===== src/hw/rtl/goef_pkg.sv =====
// ----------------------------------------------------------------------------
// goef_pkg
// Types, widths and helpers shared by the gyro offset / EMA filter block.
// ----------------------------------------------------------------------------
package goef_pkg;

  localparam int RAW_W             = 16;
  localparam int FRACTION_BITS     = 8;
  localparam int VAL_W             = RAW_W + FRACTION_BITS + 1;
  localparam int ALPHA_W           = 17;
  localparam int ALPHA_FRAC        = 16;
  localparam int TOL_W             = 15;
  localparam int CFG_DATA_W        = ALPHA_W;
  localparam int CFG_IDX_W         = 1;
  localparam int CALIB_SAMPLES_DEF = 25;
  localparam int AXES              = 3;

  localparam logic [ALPHA_W-1:0] ALPHA_ONE   = ALPHA_W'(1 << ALPHA_FRAC);
  localparam logic [ALPHA_W-1:0] ALPHA_RESET = ALPHA_W'(16384);
  localparam logic [TOL_W-1:0]   TOL_RESET   = TOL_W'(100);

  // register indexes
  localparam logic [CFG_IDX_W-1:0] REG_ALPHA = 1'b0;
  localparam logic [CFG_IDX_W-1:0] REG_TOL   = 1'b1;

  typedef logic signed [RAW_W-1:0] raw_t;
  typedef logic signed [VAL_W-1:0] val_t;

  // per-item lane controls, already qualified by the advance strobe
  typedef struct packed {
    logic load_raw;
    logic run_filter;
  } goef_mode_t;

  // raw counts to fixed point
  function automatic val_t scale_raw(raw_t r);
    return {r[RAW_W-1], r, {FRACTION_BITS{1'b0}}};
  endfunction

endpackage


===== src/hw/rtl/goef_lane.sv =====
// ----------------------------------------------------------------------------
// goef_lane
// One axis: filtered value register and its EMA update.
// ----------------------------------------------------------------------------
module goef_lane (
  input  logic                        clk,
  input  logic                        rst_n,
  input  goef_pkg::goef_mode_t        mode,
  input  logic [goef_pkg::ALPHA_W-1:0] alpha,
  input  goef_pkg::raw_t              raw,
  input  goef_pkg::val_t              offset,
  output goef_pkg::val_t              filt
);
  import goef_pkg::*;

  localparam int ERR_W  = VAL_W + 2;
  localparam int PROD_W = ALPHA_W + 1 + ERR_W;
  localparam int STEP_W = PROD_W - ALPHA_FRAC;
  localparam int ACC_W  = STEP_W + 1;
  localparam val_t VAL_MAX = {1'b0, {(VAL_W-1){1'b1}}};
  localparam val_t VAL_MIN = {1'b1, {(VAL_W-1){1'b0}}};

  val_t                     filt_r;
  val_t                     scaled;
  val_t                     filt_nxt;
  logic signed [ERR_W-1:0]  err;
  logic signed [PROD_W-1:0] prod;
  logic signed [PROD_W-1:0] rnd;
  logic signed [ACC_W-1:0]  acc;

  // alpha*(x-off) + (1-alpha)*f  ==  f + alpha*((x-off) - f)
  always_comb begin
    scaled = scale_raw(raw);
    err    = ERR_W'(scaled) - ERR_W'(offset) - ERR_W'(filt_r);
    prod   = $signed({1'b0, alpha}) * err;
    rnd    = prod + PROD_W'(1 << (ALPHA_FRAC - 1));
    acc    = ACC_W'(filt_r) + ACC_W'($signed(rnd[PROD_W-1:ALPHA_FRAC]));
    if (acc > ACC_W'(VAL_MAX)) begin
      filt_nxt = VAL_MAX;
    end else if (acc < ACC_W'(VAL_MIN)) begin
      filt_nxt = VAL_MIN;
    end else begin
      filt_nxt = acc[VAL_W-1:0];
    end
  end

  always_ff @(posedge clk) begin
    if (!rst_n) begin
      filt_r <= '0;
    end else if (mode.load_raw) begin
      filt_r <= scaled;
    end else if (mode.run_filter) begin
      filt_r <= filt_nxt;
    end
  end

  assign filt = filt_r;

endmodule


===== config.mk =====
export PLATFORM = sky130hd
export DESIGN_NAME = goef_lane
export DESIGN_NICKNAME = d
export VERILOG_FILES = /design/src/hw/rtl/goef_pkg.sv /design/src/hw/rtl/goef_lane.sv
export SDC_FILE = /design/constraint.sdc
export NUM_CORES = 1
export LEC_CHECK = 0
export BUFFER_PORTS_ARGS = -buffer_cell sky130_fd_sc_hd__buf_2
export CORE_ASPECT_RATIO = 1.4
export CORE_MARGIN = 1
export CORE_UTILIZATION = 45
export DETAILED_ROUTE_END_ITERATION = 16
export GPL_TIMING_DRIVEN = 0
export PLACE_DENSITY = 0.59
export SLEW_MARGIN = 20
export SYNTH_ARGS = -nofsm -noshare
export SYNTH_HDL_FRONTEND = slang
export SYNTH_SLANG_ARGS = --single-unit

===== constraint.sdc =====
create_clock -name clk -period 26.7 [get_ports clk]
set_input_delay 1.335 -clock clk [delete_from_list [all_inputs] [get_ports clk]]
set_output_delay 1.335 -clock clk [all_outputs]
set_load 0.005 [all_outputs]

After elaboration in Yosys (flattened, before gate mapping)
Cells that the tools add are included.

Register bits: 25. Bits in latches: 0. RAM bits: 0. ROM bits: 0. Input port bits: 62. Output and inout bits: 25. Logic and storage cells: 16. Memories: 0.

$add $sub $neg: 4. Multiply operators: 1. Divide/modulo/power cells: 0. Magnitude comparators: 2. Equal/unequal tests: 0. Shifts and indexed selects: 0. Muxes and demuxes: 4. Bitwise logic cells: 1. Reduce and logical (&&, ||, !) cells: 2.

Operator list (number): $mux W25 (4); $add A45 B17 Y45 const B (1); $mul A18 B27 Y45 (1); $add A25 B29 Y30 (1); $gt A30 B25 Y1 const B (1); $lt A30 B25 Y1 const B (1); $sub A26 B25 Y27 (1); $sub A24 B25 Y26 (1); $reduce_bool A2 Y1 (1); $reduce_or A2 Y1 (1); $not A1 Y1 (1).

Logic depth before layout (Yosys ltp)
Gate-level depths: netlist (run 1).

Word-level depth: 10. Depth in mapped cells: 52. Mapped depth without buffers: 49.

Worst setup path before layout (run 1)
Ideal clock, no wire load.

Kind: input to register. Start point: input raw[0]. End point: register filt_r[3] (netlist: filt[3]). Setup time: 79 ps. Arrival: 11740 ps. Required time: 26621 ps. Slack: 14880 ps. Stages on the path: 51. Buffers on the path: 2. Path through: inv_1 > fa_1 > inv_1 > ha_1 > a21o_1 > a21o_1 > a21o_1 > a21oi_1 > o2bb2ai_1 > a21oi_1 > a21oi_1 > a41o_1 > a211oi_1 > mux2_2 > clkbuf_1 > nand2_1 > fa_1 > inv_1 > [15 not listed] > o21ai_1 > a31o_2 > a21oi_1 > o21bai_1 > xor2_1 > ha_1 > a21o_2 > a21o_2 > o21a_1 > o211ai_1 > o311ai_0 > a21oi_1 > xnor2_1 > nand2_1 > o41ai_4 > buf_6 > nand2_2 > a211oi_2.

Word-level cells in the longest chain between the ends: 8. Elaborated cells between the ends (all ways): 9. Classes of those cells: 4 x add/sub; 1 x mul; 2 x order compare; 2 x mux.

RTL lines: start, declared (RTL line goef_lane.sv:10) `input goef_pkg::raw_t raw,`; $sub A24 B25 Y26 * (RTL line goef_lane.sv:34) `err = ERR_W'(scaled) - ERR_W'(offset) - ERR_W'(filt_r);`; $sub A26 B25 Y27 * (RTL line goef_lane.sv:34); $mul A18 B27 Y45 * (RTL line goef_lane.sv:35) `prod = $signed({1'b0, alpha}) * err;`; $add A45 B17 Y45 * (RTL line goef_lane.sv:36) `rnd = prod + PROD_W'(1 << (ALPHA_FRAC - 1));`; $add A25 B29 Y30 * (RTL line goef_lane.sv:37) `acc = ACC_W'(filt_r) + ACC_W'($signed(rnd[PROD_W-1:ALPHA_FRAC]));`; $lt A30 B25 Y1 (RTL line goef_lane.sv:40) `end else if (acc < ACC_W'(VAL_MIN)) begin`; $mux W25 (RTL line goef_lane.sv:40); $mux W25 * (RTL line goef_lane.sv:38) `if (acc > ACC_W'(VAL_MAX)) begin`; end signal, assigned (RTL line goef_lane.sv:51) `filt_r <= scaled;`; end signal, assigned (RTL line goef_lane.sv:53) `filt_r <= filt_nxt;`; end, declared (RTL line goef_lane.sv:23) `val_t filt_r;`.

Mark *: on every way between the ends. The rest lies on a longest branch, timed or not. A chain may end at the register's enable or synchronous reset.

Worst setup path in the final report (run 1)
Start point: input offset[1]. End point: register filt_r[7] (netlist: filt[7]).

Word-level cells in the longest chain between the ends: 8. Elaborated cells between the ends (all ways): 9. Classes of those cells: 4 x add/sub; 1 x mul; 2 x order compare; 2 x mux.

RTL lines: start, declared (RTL line goef_lane.sv:11) `input goef_pkg::val_t offset,`; $sub A24 B25 Y26 * (RTL line goef_lane.sv:34); $sub A26 B25 Y27 * (RTL line goef_lane.sv:34); $mul A18 B27 Y45 * (RTL line goef_lane.sv:35); $add A45 B17 Y45 * (RTL line goef_lane.sv:36); $add A25 B29 Y30 * (RTL line goef_lane.sv:37); $lt A30 B25 Y1 (RTL line goef_lane.sv:40); $mux W25 (RTL line goef_lane.sv:40); $mux W25 * (RTL line goef_lane.sv:38).

Marks and branches as above.

==> flow_summary_export.csv, run 1 <==
group,metric,value,unit
run_status,status,"complete, no violations",
critical_path,start_kind,"input pin",
critical_path,path_class,"input pin to register",
job,maxCapViolCount,0,
layout,layout_commonest_cell,"inv_1",
clocking,clk-insertion-delay-late,0.27,ns
die,die_w,183,um
sta,rsz0062_at_grt,"no",
clocking,clock-sinks,25,
die,io_pins,87,
die,start_util,45.9,%
place,gp_congestion,0.900,
layout,fin_nets,3175,
layout,layout-area-overhead-vs-synth,5.94,%
critical_path,worstPathArrival,13.99,ns
detailed_routing,drt_wl_total,58500,um
logic_synthesis,async_reset_ff_share,0,%
clocking,htreeDepth,1,
critical_path,required,26.89,ns
critical_path,crit_end,"filt[7]",
critical_path,worstSetupEndpointType,"register",
critical_path,rrSetupSlack,13.70,ns
logic_synthesis,ys_seq_area_share,2.41,%
sta,skew,0.00449,ns
sta,worst_pin_slew,1.14,ns
logic_synthesis,synth_cells,2380,
detailed_routing,drt-initial-drc-count,724,
die,die_h,256,um
hold_path,hp-class,"register to register",
sta,timing.fmax,72.5,MHz
detailed_routing,drt_first_pass_iters,5,
detailed_routing,drc,0,
sta,setup_tns,0,ns
place,portBuffers,74,
sta,final-hold-violation-count,0,
critical_path,r2r_start,"filt[2]",
global_routing,antenna_found_initial,2,
critical_path,r2r-end,"filt[7]",
place,dpl.hpwl,52000,um
global_routing,grt_pass1_vias,17500,
die,core,45200,sq um
critical_path,slowest_delay,0.87,ns
clocking,cts_resized,0,
critical_path,startpoint,"offset[1]",
sta,drv_slew,0,
clocking,cts_setup_buffers,0,
sta,finalCritPeriodShare,51.7,%
logic_synthesis,ys.flop_type,"dfxtp_1",
layout,drive_above_1_share,5.57,%
layout,largest_reg_flops,25,
clocking,clockBufferDepth,2,
global_routing,grt_pass1_wl,93100,um
detailed_routing,wl_per_cell,19.0,um
layout,layout_common_cells,"inv_1, fa_1, nand2_1",
detailed_routing,vias_per_cell,5.18,
global_routing,grtUsageTotal,26.0,%
die,placement_rows,92,
sta,setup_violations,0,
detailed_routing,ant_nets,0,
clocking,cts_tree,"done",
global_routing,grt_max_degree,14,
logic_synthesis,syn_nets,3096,
logic_synthesis,synth_area,20800,sq um
detailed_routing,vias,15900,
clocking,cts_made_buffers,3,
sta,finalCriticalPeriod,13.80,ns
clocking,cts_hold_buf,0,
logic_synthesis,synth_cell_types,77,
critical_path,crit_slowest_cell,"xor2_1",
clocking,clockRootBuffer,"clkbuf_16",
sta,slew_headroom,23.3,%
die,dieArea,47000,sq um
logic_synthesis,synth_warnings,0,
critical_path,rr_worst_depth,47,
critical_path,critPathMaxFanout,10,
logic_synthesis,synth_edf_count,0,
logic_synthesis,synth_seq_cells,25,
clocking,clkTransAtPathRegs,0.06,ns
critical_path,crit_top_cell,"fa_1",
global_routing,grt_overflow,0,
logic_synthesis,synth.avg_cell_area,8.72,sq um
metal layers:
metal / GRT usage [%] / part of all wire, %
met2: 50.3 / 56
met3: 1.54 / 2.8
met5: 0 / 0
met4: 13.2 / 6.0
met1: 27.9 / 36
worst max-delay path: cells and delay by family:
kind,cells,cell delay [ns]
compound gates,22,4.90
xor+xnor,3,1.26
fa+ha+maj,11,4.64
buf+inv,7,1.03
simple gates,7,0.77
cell type report:
type | instances | area, sq um
fill | 4496 | 23300
multi-input combinational | 1673 | 17600
timing repair buffer | 74 | 370
clock buffer | 4 | 78.8
tap | 611 | 764
antenna | 2 | 5.00
inverter | 590 | 2210
buffer | 92 | 403
sequential | 25 | 500
how the worst min path moves through the flow:
stage / from / end / slack [ns] / cells past startpoint
global placement: filt[0] / filt[0] / 0.53 / 2
detailed placement: filt[0] / filt[0] / 0.53 / 2
floorplan: filt[2] / filt[2] / 0.51 / 2
CTS: filt[0] / filt[0] / 0.54 / 2
global route: filt[4] / filt[4] / 0.57 / 2
finish: filt[0] / filt[0] / 0.54 / 2
cell usage after synthesis (4+ instances only):
cell	number	share of area, %
inv_1	590	11
fa_1	457	44
nand2_1	277	5.0
and2_1	240	7.2
ha_1	197	12
clkbuf_1	77	1.4
a21oi_1	69	1.7
nor2_1	66	1.2
xnor2_1	58	2.4
o21ai_0	45	1.1
a21o_1	30	1.1
xor2_1	26	1.1
dfxtp_1	25	2.4
o21bai_1	16	0.58
a211oi_1	14	0.51
a211oi_2	14	0.84
o31ai_1	14	0.51
nor3_1	13	0.31
nand2b_1	12	0.36
nand3_1	10	0.24
nand4_1	8	0.24
o21a_1	8	0.29
a31oi_1	7	0.21
and3_1	7	0.21
and4_1	5	0.21
nor2b_1	5	0.15
buf_1	4	0.072
maj3_1	4	0.19
nand2_2	4	0.12
o211ai_1	4	0.14
per-stage QoR:
step	hold slack [ns]	instances	cell area, sq um	utilization (%)	setup slack [ns]
5_1_grt	0.567	3070	22000	48.6	12.10
2_1_floorplan	0.505	2380	20800	-	14.88
3_5_place_dp	0.530	3065	21900	48.4	12.67
6_report	0.537	3071	22000	48.6	12.90
3_3_place_gp	0.530	3065	21900	48.4	12.77
4_1_cts	0.540	3069	22000	48.6	12.92
kinds of logic after synthesis:
| family | share of synthesized area, % |
|---|---|
| XOR/XNOR | 3.62 |
| buffers and inverters | 12.6 |
| multiplexers | 0.102 |
| adder cells (fa/ha/maj) | 56.2 |
| AND/OR/NAND/NOR | 15.8 |
| flip-flops | 2.41 |
| AO/OA/AOI/OAI | 9.25 |
Power of run 1 is left out: the tool's default activity adds up to more than one toggle a clock period on the data nets, which glitch-free logic cannot reach.
==> run 2: changes to the inputs <==
--- a/config.mk
+++ b/config.mk
@@ -11,7 +11,7 @@
 export CORE_UTILIZATION = 45
 export DETAILED_ROUTE_END_ITERATION = 16
 export GPL_TIMING_DRIVEN = 0
-export PLACE_DENSITY = 0.59
+export PLACE_DENSITY = 0.62
 export SLEW_MARGIN = 20
 export SYNTH_ARGS = -nofsm -noshare
 export SYNTH_HDL_FRONTEND = slang
==> constraint.sdc (replaced) <==
create_clock -name clk -period 12.3 [get_ports clk]
set_input_delay 0.615 -clock clk [delete_from_list [all_inputs] [get_ports clk]]
set_output_delay 0.615 -clock clk [all_outputs]
set_load 0.005 [all_outputs]
==> run 2 against run 1 <==
  * Routed wire length decreased by 0.64%
  * Flip-flop and latch count unchanged
  * Clock-buffer cell count unchanged
  * Critical path depth decreased by 2
  * Hold slack got worse by 0.0056 ns
  * Critical endpoint is now filt[17]
  * Largest cell class unchanged
==> flow_summary_export.csv, run 2 (synthesis results as in run 1) <==
group,metric,value,unit
clocking,clk-insertion-delay-late,0.27,ns
critical_path,slowest_delay,0.57,ns
layout,final_cells,3093,
detailed_routing,wl_met3,1620,um
layout,fin_area,22700,sq um
place,dp_cells,3065,
layout,layout_commonest_cell,"inv_1",
die,die_h,256,um
clocking,clkTransAtPathRegs,0.06,ns
clocking,cts_hold_buf,0,
place,dpl.hpwl,51300,um
hold_path,hp-class,"register to register",
critical_path,crit_family,"adder cells",
clocking,htreeDepth,1,
sta,finalCritPeriodShare,96.7,%
clocking,cts_tree,"done",
layout,drive_above_1_share,9.07,%
global_routing,antenna_found_initial,2,
clocking,clockBufferDepth,2,
detailed_routing,met2_length,32800,um
critical_path,start_kind,"input pin",
critical_path,required,12.50,ns
layout,layout_common_cells,"inv_1, fa_1, nand2_1",
critical_path,crit_top_cell,"fa_1",
detailed_routing,wl_met1,20600,um
sta,setup_violations,0,
global_routing,grt_pass1_wl,93200,um
detailed_routing,drt_first_pass_iters,7,
sta,finalCriticalPeriod,11.89,ns
place,place_area,21900,sq um
clocking,clockRootBuffer,"clkbuf_16",
critical_path,path_class,"input pin to register",
global_routing,grt_overflow,0,
die,dieArea,47000,sq um
sta,hold_slack,0.531,ns
global_routing,grtUsageTotal,25.8,%
die,placement_rows,92,
die,core,45200,sq um
sta,final-hold-violation-count,0,
critical_path,worstPathArrival,12.09,ns
critical_path,crit_buf_inv,8,
layout,fin_nets,3197,
sta,skew,0.00449,ns
sta,setup_ws,0.412,ns
place,dp_slack,-1.10,ns
layout,largest_reg_flops,25,
place,gp_congestion,0.917,
sta,timing.fmax,84.1,MHz
critical_path,critPathMaxFanout,10,
clocking,cts_made_buffers,3,
die,io_pins,87,
place,portBuffers,74,
global_routing,grt_pass1_vias,17400,
die,die_w,183,um
global_routing,grt_max_degree,14,
run_status,status,"complete, no violations",
detailed_routing,drt-initial-drc-count,778,
detailed_routing,ant_nets,0,
detailed_routing,wl_per_cell,18.8,um
critical_path,crit_slowest_cell,"fa_1",
sta,drv_slew,0,
detailed_routing,routed.top_layer,"met4",
detailed_routing,vias_per_cell,5.22,
detailed_routing,drt_wl_total,58100,um
layout,layout-area-overhead-vs-synth,9.32,%
detailed_routing,drc,0,
die,start_util,45.9,%
sta,slew_headroom,21.3,%
sta,worst_pin_slew,1.17,ns
job,maxCapViolCount,0,
detailed_routing,vias,16100,
critical_path,worstSetupEndpointType,"register",
clocking,clock-sinks,25,
## run 2: cell type report
type                    instances  area [sq um]
diodes                          2          5.00
plain buffers                  91           474
clock buffers                   4          78.8
fillers                      4367         22600
inverters                     590          2220
multi-input cells            1673         18000
flip-flops and latches         25           500
well taps                     611           764
repair buffers                 97           613
## run 2: repair_timing
action / in CTS / in global routing
gates resized for setup: 48 / 72
cloned: 0 / 0
endpoints found under the setup margin: 25 / 25
endpoints found under the hold margin: 0 / 0
setup buffers: 5 / 18
pin swaps: 4 / 18
## run 2: metrics by stage
step,TNS [ns],utilization (%)
after global routing,-0.00710,50.1
after detailed placement,-24.97,48.4
after floorplan,0,-
after global placement,-21.63,48.4
final,0,50.1
after CTS,0,49.2
## run 2: worst register-to-register path: cells and delay by family, from the launching register on
family	cells	cell delay [ns]
AOI/OAI and AO/OA	19	3.71
and+or+nand+nor	10	1.29
buffers and inverters	8	1.03
xor gates and xnor gates	3	0.72
DFF	1	0.37
adders and majority gates	10	4.59
## run 2: per-layer routing
layer	vias up	global-route usage (%)
met2	376	50.5
li1	7335	-
met5	-	0
met4	0	11.3
met3	138	1.25
met1	8281	28.2
## run 2: path summary, 6_finish.rpt
path	slack [ns]	cells after the start	end	startpoint
setup / recovery	0.41	48	filt[17]	offset[8]
hold / removal	0.53	2	filt[0]	filt[0]
setup reg to reg	0.49	50	filt[17]	filt[9]
hold reg to reg	0.53	2	filt[0]	filt[0]
Power of run 2 is left out for the same reason.
